[config.mk]
export PLATFORM = sky130hd
export DESIGN_NAME = crp_ths_walk
export DESIGN_NICKNAME = d
export VERILOG_FILES = /design/src/hw/rtl/crp_ths_pkg.sv /design/src/hw/rtl/crp_ths_walk.sv
export SDC_FILE = /design/constraint.sdc
export NUM_CORES = 1
export LEC_CHECK = 0
export BUFFER_PORTS_ARGS = -buffer_cell sky130_fd_sc_hd__buf_2
export CAP_MARGIN = 20
export CORE_MARGIN = 5
export CORE_UTILIZATION = 30
export DETAILED_ROUTE_END_ITERATION = 7
export GPL_ROUTABILITY_DRIVEN = 0
export GPL_TIMING_DRIVEN = 0
export REMOVE_ABC_BUFFERS = 1
export SLEW_MARGIN = 30
export SYNTH_ARGS = -nofsm -noshare
export SYNTH_HDL_FRONTEND = slang
export SYNTH_SLANG_ARGS = --single-unit
export TNS_END_PERCENT = 100
[constraint.sdc]
create_clock -name i_clk -period 9.25 [get_ports i_clk]
set_clock_uncertainty 0.15 [all_clocks]
set_input_delay 2.775 -clock i_clk [delete_from_list [all_inputs] [get_ports i_clk]]
set_output_delay 2.775 -clock i_clk [all_outputs]
set_load 0.005 [all_outputs]
[src/hw/rtl/crp_ths_pkg.sv]
`default_nettype none

package crp_ths_pkg;

    // fixed field widths
    localparam int DRAW_BITS = 28;
    localparam int DISC_BITS = 12;
    localparam int OP_BITS   = 2;

    // op codes
    localparam logic [OP_BITS-1:0] OP_SEAT   = 2'd0;
    localparam logic [OP_BITS-1:0] OP_OPEN   = 2'd1;
    localparam logic [OP_BITS-1:0] OP_REMOVE = 2'd2;

    // parameter defaults
    localparam int DEF_MAX_SIZE   = 1024;
    localparam int DEF_COUNT_BITS = 16;
    localparam int DEF_FRAC_BITS  = 12;

    // register port
    localparam int APB_DATA_BITS = 32;
    localparam int PADDR_BITS    = 2;
    localparam int REG_DISCOUNT  = 0;

    // walk start request
    typedef struct packed {
        logic start;
        logic seat;
    } t_walk_ctl;

    // walk completion status
    typedef struct packed {
        logic done;
        logic found;
    } t_walk_sts;

endpackage

`default_nettype wire

[src/hw/rtl/crp_ths_walk.sv]
`default_nettype none

module crp_ths_walk #(
    parameter int MAX_SIZE   = crp_ths_pkg::DEF_MAX_SIZE,
    parameter int COUNT_BITS = crp_ths_pkg::DEF_COUNT_BITS,
    parameter int FRAC_BITS  = crp_ths_pkg::DEF_FRAC_BITS
) (
    input  wire logic                                i_clk,
    input  wire logic                                i_rst_n,
    input  wire logic [crp_ths_pkg::DISC_BITS-1:0]   i_disc,
    input  wire crp_ths_pkg::t_walk_ctl              i_ctl,
    input  wire logic [crp_ths_pkg::DRAW_BITS-1:0]   i_r,
    output logic                                     o_rd_en,
    output logic      [$clog2(MAX_SIZE)-1:0]         o_rd_addr,
    input  wire logic [COUNT_BITS-1:0]               i_rd_data,
    output crp_ths_pkg::t_walk_sts                   o_sts,
    output logic      [$clog2(MAX_SIZE)-1:0]         o_idx,
    output logic      [COUNT_BITS-1:0]               o_cnt
);
    import crp_ths_pkg::*;

    localparam int IDX_BITS  = $clog2(MAX_SIZE);
    localparam int SIZE_BITS = $clog2(MAX_SIZE + 1);
    localparam int W_BITS    = SIZE_BITS + FRAC_BITS;
    localparam int CL_BITS   = DRAW_BITS + 1;
    localparam int P_BITS    = 2 * CL_BITS;
    localparam int EXT_BITS  = 64;

    // saturate a wide operand at 2^DRAW_BITS, beyond any draw
    function automatic logic [CL_BITS-1:0] f_sat(input logic [EXT_BITS-1:0] x);
        logic [CL_BITS-1:0] v;
        if (x[EXT_BITS-1:DRAW_BITS] != '0) begin
            v = CL_BITS'(1) << DRAW_BITS;
        end else begin
            v = {1'b0, x[DRAW_BITS-1:0]};
        end
        return v;
    endfunction

    logic                 r_busy;
    logic                 r_seat;
    logic [DRAW_BITS-1:0] r_r;
    logic [IDX_BITS:0]    r_iss;
    logic                 r_s1_v;
    logic [IDX_BITS-1:0]  r_s1_idx;
    logic                 r_s2_v;
    logic [IDX_BITS-1:0]  r_s2_idx;
    logic                 r_s2_nz;
    logic [COUNT_BITS-1:0] r_s2_cnt;
    logic [P_BITS-1:0]    r_s2_term;
    t_walk_sts            r_sts;
    logic [IDX_BITS-1:0]  r_idx;
    logic [COUNT_BITS-1:0] r_cnt;

    logic [W_BITS-1:0]    disc_al;
    logic [SIZE_BITS-1:0] size;
    logic [W_BITS-1:0]    weight;
    logic [P_BITS-1:0]    term;
    logic                 hit;
    logic                 last;

    // discount aligned to the draw's fraction
    generate
        if (FRAC_BITS >= DISC_BITS) begin : g_disc_up
            assign disc_al = W_BITS'(i_disc) << (FRAC_BITS - DISC_BITS);
        end else begin : g_disc_dn
            assign disc_al = W_BITS'(i_disc >> (DISC_BITS - FRAC_BITS));
        end
    endgenerate

    // read issue, one entry a cycle
    assign o_rd_en   = r_busy && (r_iss < (IDX_BITS + 1)'(MAX_SIZE));
    assign o_rd_addr = r_iss[IDX_BITS-1:0];

    // weight and term of the entry coming out of the memory
    always_comb begin
        size = SIZE_BITS'(r_s1_idx) + SIZE_BITS'(1);
        if (r_seat) begin
            weight = (W_BITS'(size) << FRAC_BITS) - disc_al;
        end else begin
            weight = W_BITS'(size);
        end
        term = P_BITS'(f_sat(EXT_BITS'(i_rd_data))) * P_BITS'(f_sat(EXT_BITS'(weight)));
    end

    // draw against registered term
    assign hit  = r_s2_v && r_s2_nz && (P_BITS'(r_r) <= r_s2_term);
    assign last = r_s2_v && (r_s2_idx == IDX_BITS'(MAX_SIZE - 1));

    // walk control
    always_ff @(posedge i_clk) begin
        if (!i_rst_n) begin
            r_busy <= 1'b0;
            r_s1_v <= 1'b0;
            r_s2_v <= 1'b0;
            r_sts  <= '0;
        end else begin
            r_sts.done <= 1'b0;
            if (i_ctl.start) begin
                r_busy <= 1'b1;
                r_s1_v <= 1'b0;
                r_s2_v <= 1'b0;
            end else if (r_busy) begin
                r_s1_v <= o_rd_en;
                r_s2_v <= r_s1_v;
                if (hit || last) begin
                    r_busy      <= 1'b0;
                    r_s1_v      <= 1'b0;
                    r_s2_v      <= 1'b0;
                    r_sts.done  <= 1'b1;
                    r_sts.found <= hit;
                end
            end else begin
                r_s1_v <= 1'b0;
                r_s2_v <= 1'b0;
            end
        end
    end

    // walk datapath
    always_ff @(posedge i_clk) begin
        if (i_ctl.start) begin
            r_seat <= i_ctl.seat;
            r_r    <= i_r;
            r_iss  <= '0;
        end else if (r_busy) begin
            if (o_rd_en) begin
                r_iss <= r_iss + (IDX_BITS + 1)'(1);
            end
            if (r_s2_v && !hit) begin
                r_r <= r_r - DRAW_BITS'(r_s2_term);
            end
        end
        r_s1_idx  <= o_rd_addr;
        r_s2_idx  <= r_s1_idx;
        r_s2_cnt  <= i_rd_data;
        r_s2_nz   <= (i_rd_data != '0);
        r_s2_term <= term;
        if (hit) begin
            r_idx <= r_s2_idx;
            r_cnt <= r_s2_cnt;
        end
    end

    assign o_sts = r_sts;
    assign o_idx = r_idx;
    assign o_cnt = r_cnt;

endmodule

`default_nettype wire

==> results_dict.tcl <==
set metrics [dict create \
    area_delta_synth_final_pct 21.9 \
    status "finished, violations left" \
    final_max_slew_viol_count 0 \
    arrival_ns 9.62 \
    start_util_pct 30.4 \
    p_int_uw 4030 \
    critical_path.startpoint_type "input port" \
    fmax_ghz 0.106 \
    post_dp_cell_area_sq_mm 0.0202 \
    dr.pass1.iters 6 \
    finalWorstPathRequiredPeriod_ns 9.42 \
    die_h_microns 260 \
    p_clk_share_pct 9.3 \
    path_max_fanout 6 \
    h-tree-depth 4 \
    maxCapViolations 0 \
    crit_required_ns 9.45 \
    worst_skew_pair.late_latency_ns 0.44 \
    ys_seq_area_share_pct 18.6 \
    vias_per_cell 4.85 \
    hpwl_microns 37500 \
    p_seq_share_pct 12.0 \
    dieArea_sq_mm 0.0677 \
    grt.overflow.total 0 \
    fp.coreArea_sq_mm 0.0618 \
    avgSynthCellArea_sq_um 9.03 \
    p_sw_uw 3540 \
    setup_violations 12 \
    ys.flop_type "dfxtp_1" \
    grt_max_degree 68 \
    antenna_found_initial 0 \
    grt_pass1_wl_microns 79600 \
    drc 0 \
    drive_above_1_share_pct 20.5 \
    crit_type "input port to flop" \
    clock-sinks 147 \
    rows 91 \
    io_pins 99 \
    dp.cells 2922 \
    ys_warn_count 0 \
    cts_buffer_depth 2 \
    die_w_microns 260 \
    irDropWorstVdd_uv 485 \
    power_frac_comb_pct 78.7 \
    fin_nets 2733 \
    grt_pass1_vias 15963 \
    max-slew-margin-rel_pct 44.7 \
    postRouteAntennaNets 0 \
    endpoint_kind "flop" \
    drt_iter0_markers 883 \
    cp_slowest_cell "fa_1" \
    cts_root_buf "clkbuf_16" \
    synth_cells 2078 \
    async_flop_share_pct 0 \
    stdcell_area_sq_mm 0.0229 \
    swShare_pct 46.8 \
    cp_top_family "adder cells" \
    powerDensity_mw_per_mm2 331 \
    fillCellCount 6089 \
    synth_area_sq_mm 0.0188 \
    drt_wl_total_microns 49400 \
    tightest_slew_ns 0.824 \
    min_path_type "flop to flop" \
    clk_pin_slew_ns 0.06 \
    cpPeakStageDelay_ns 0.56 \
    cp_num_buf_inv 8 \
    cp_common_cell "fa_1" \
    cts_buffers 17 \
    finalHoldViolCount 0 \
    yosys_register_bits 147 \
    grt_usage_pct 14.3 \
    rsz0062_at_grt "yes" \
    post-route-period-util_pct 102 \
    final_cells 3087 \
    antenna_cells 0 \
    io_buffers 98 \
    wl_per_cell_microns 16.0 \
    violations "setup timing" \
    setup_slack_ns -0.170 \
    synth-edff-count 55 \
    power_leakage_uw 0.0107 \
    power_uw 7580 \
    yosysUniqueCellTypes 69 \
    cts_tree "done" \
    vias 14965 \
]
==> stage by stage <==
stage / utilization, % / hold slack, ns / TNS, ns / setup WS [ns]
global placement: 32.1 / 0.236 / -38.19 / -2.01
CTS: 35.4 / 0.250 / -0.536 / -0.141
floorplan: - / 0.219 / -3.33 / -0.541
detailed placement: 32.6 / 0.239 / -29.91 / -2.00
finish: 37.0 / 0.248 / -1.24 / -0.170
global route: 37.0 / 0.253 / -4.89 / -0.434
==> power groups by stage <==
stage | combinational [uW] | clock (uW) | sequential [uW]
finish | 5960 | 703 | 913
global route | 6580 | 748 | 923
CTS | 5220 | 721 | 914
detailed placement | 4270 | 0 | 927
global placement | 4180 | 0 | 937
floorplan | 3300 | 0 | 915
==> final timing paths <==
kind | startpoint | end | slack [ns] | cells after the start
max | i_disc[5] | r_s2_term[29] | -0.17 | 30
min | r_s1_idx[8] | r_s2_idx[8] | 0.25 | 0
min reg2reg | r_s1_idx[8] | r_s2_idx[8] | 0.25 | 0
max reg2reg | r_s1_idx[0] | r_s2_term[30] | 0.84 | 28
==> layer usage <==
layer	wire length [microns]	vias to the layer above	track usage [%]
met5	0	-	0
met3	2480	90	2.42
li1	-	6901	-
met1	20400	7565	17.9
met2	25200	409	25.1
met4	1360	0	4.64
==> sequential cells by signal, indices dropped and copies added (netlist names) <==
register	count
r_r	28
r_s2_nz	1
o_idx	10
r_busy	1
r_s2_v	1
o_sts	2
r_seat	1
r_s2_term	39
r_s2_idx	10
o_cnt	16
r_s2_cnt	16
r_iss	11
r_s1_idx	10
r_s1_v	1
==> area by class of cell <==
cell class	instances	area [sq um]	share of cell area (%)
Inverter	389	1460	6.38
Clock inverter	14	154	0.672
Tap cell	837	1050	4.57
Sequential cell	147	3490	15.3
Clock buffer	18	450	1.97
Multi-Input combinational cell	1438	14400	63.1
Timing Repair Buffer	244	1840	8.04
==> worst reg2reg max path: cells and delay by family (launching register included) <==
family / cells / cell delay (ns)
xor+xnor: 2 / 0.81
flops: 1 / 0.67
simple gates: 5 / 1.29
fa+ha+maj: 8 / 3.81
compound gates: 5 / 0.80
buf+inv: 8 / 0.79
==> what timing repair did <==
item                                    in CTS  in global routing
setup buffers                               62                 71
hold buffers                                 0                  0
hold endpoints to repair                     0                  0
cloned                                       0                  2
endpoints found under the setup margin      22                 19
resized for setup                          139                109
pin swaps                                   93                112
==> cell usage in the layout, fill, tap and decap left out, types with 7 or more instances in the layout <==
cell,synthesis,routed
buf_2,14,93
o21ai_0,56,41
nand3_1,81,74
nand2_2,0,12
nand4_1,18,18
xnor2_1,49,43
a21oi_1,66,48
a21oi_2,0,15
fa_2,0,11
xor2_1,40,36
and2_4,0,8
ha_4,0,18
fa_1,293,282
dfxtp_1,92,92
inv_2,0,25
nand2_4,0,7
o21ai_4,0,10
buf_4,11,112
ha_1,143,125
nor2b_1,14,12
and3_1,64,60
and2_1,85,77
o21a_1,9,8
clkbuf_16,0,18
o211ai_1,13,13
nor3_1,9,7
a21o_1,41,41
edfxtp_1,55,55
inv_6,0,7
inv_1,388,363
nor4_1,7,7
nor2_1,60,58
nand2_1,278,259
buf_6,0,27
==> synth_stat cells (all sizes together) (5+ instances only) <==
cell      n  area [sq um]
inv     388          1460
fa      293          5870
nand2   278          1040
ha      143          1790
dfxtp    92          1840
and2     85           532
nand3    81           405
clkbuf   79           297
a21oi    66           330
and3     64           400
o21ai    62           310
nor2     60           225
edfxtp   55          1650
xnor2    52           478
a21o     41           308
xor2     41           367
buf      26           156
nand4    18           113
nor2b    14          87.6
o211ai   13          97.6
nor3     11          65.1
nor4      9          68.8
o21a      9          67.6
o21bai    9          67.6
a31oi     7          43.8
o31ai     7          52.6
a211o     6          52.6
a221oi    6          71.3
and4      6          52.6
nand2b    6          37.5
a211oi    5          37.5
mux2i     5          50.1
==> logic make-up (layout without fill, tap and decap cells) <==
kind of cell             count (synthesis)  after routing  synth area share [%]
adder cells (fa/ha/maj)                436            436                  40.8
buffers and inverters                  494            665                  10.2
XOR/XNOR                                93             93                  4.50
AND/OR/NAND/NOR                        645            646                  16.7
multiplexers                             7              7                 0.387
flip-flops                             147            147                  18.6
AO/OA/AOI/OAI                          256            256                  8.88
No activity file was read; power rests on OpenSTA's default activity.
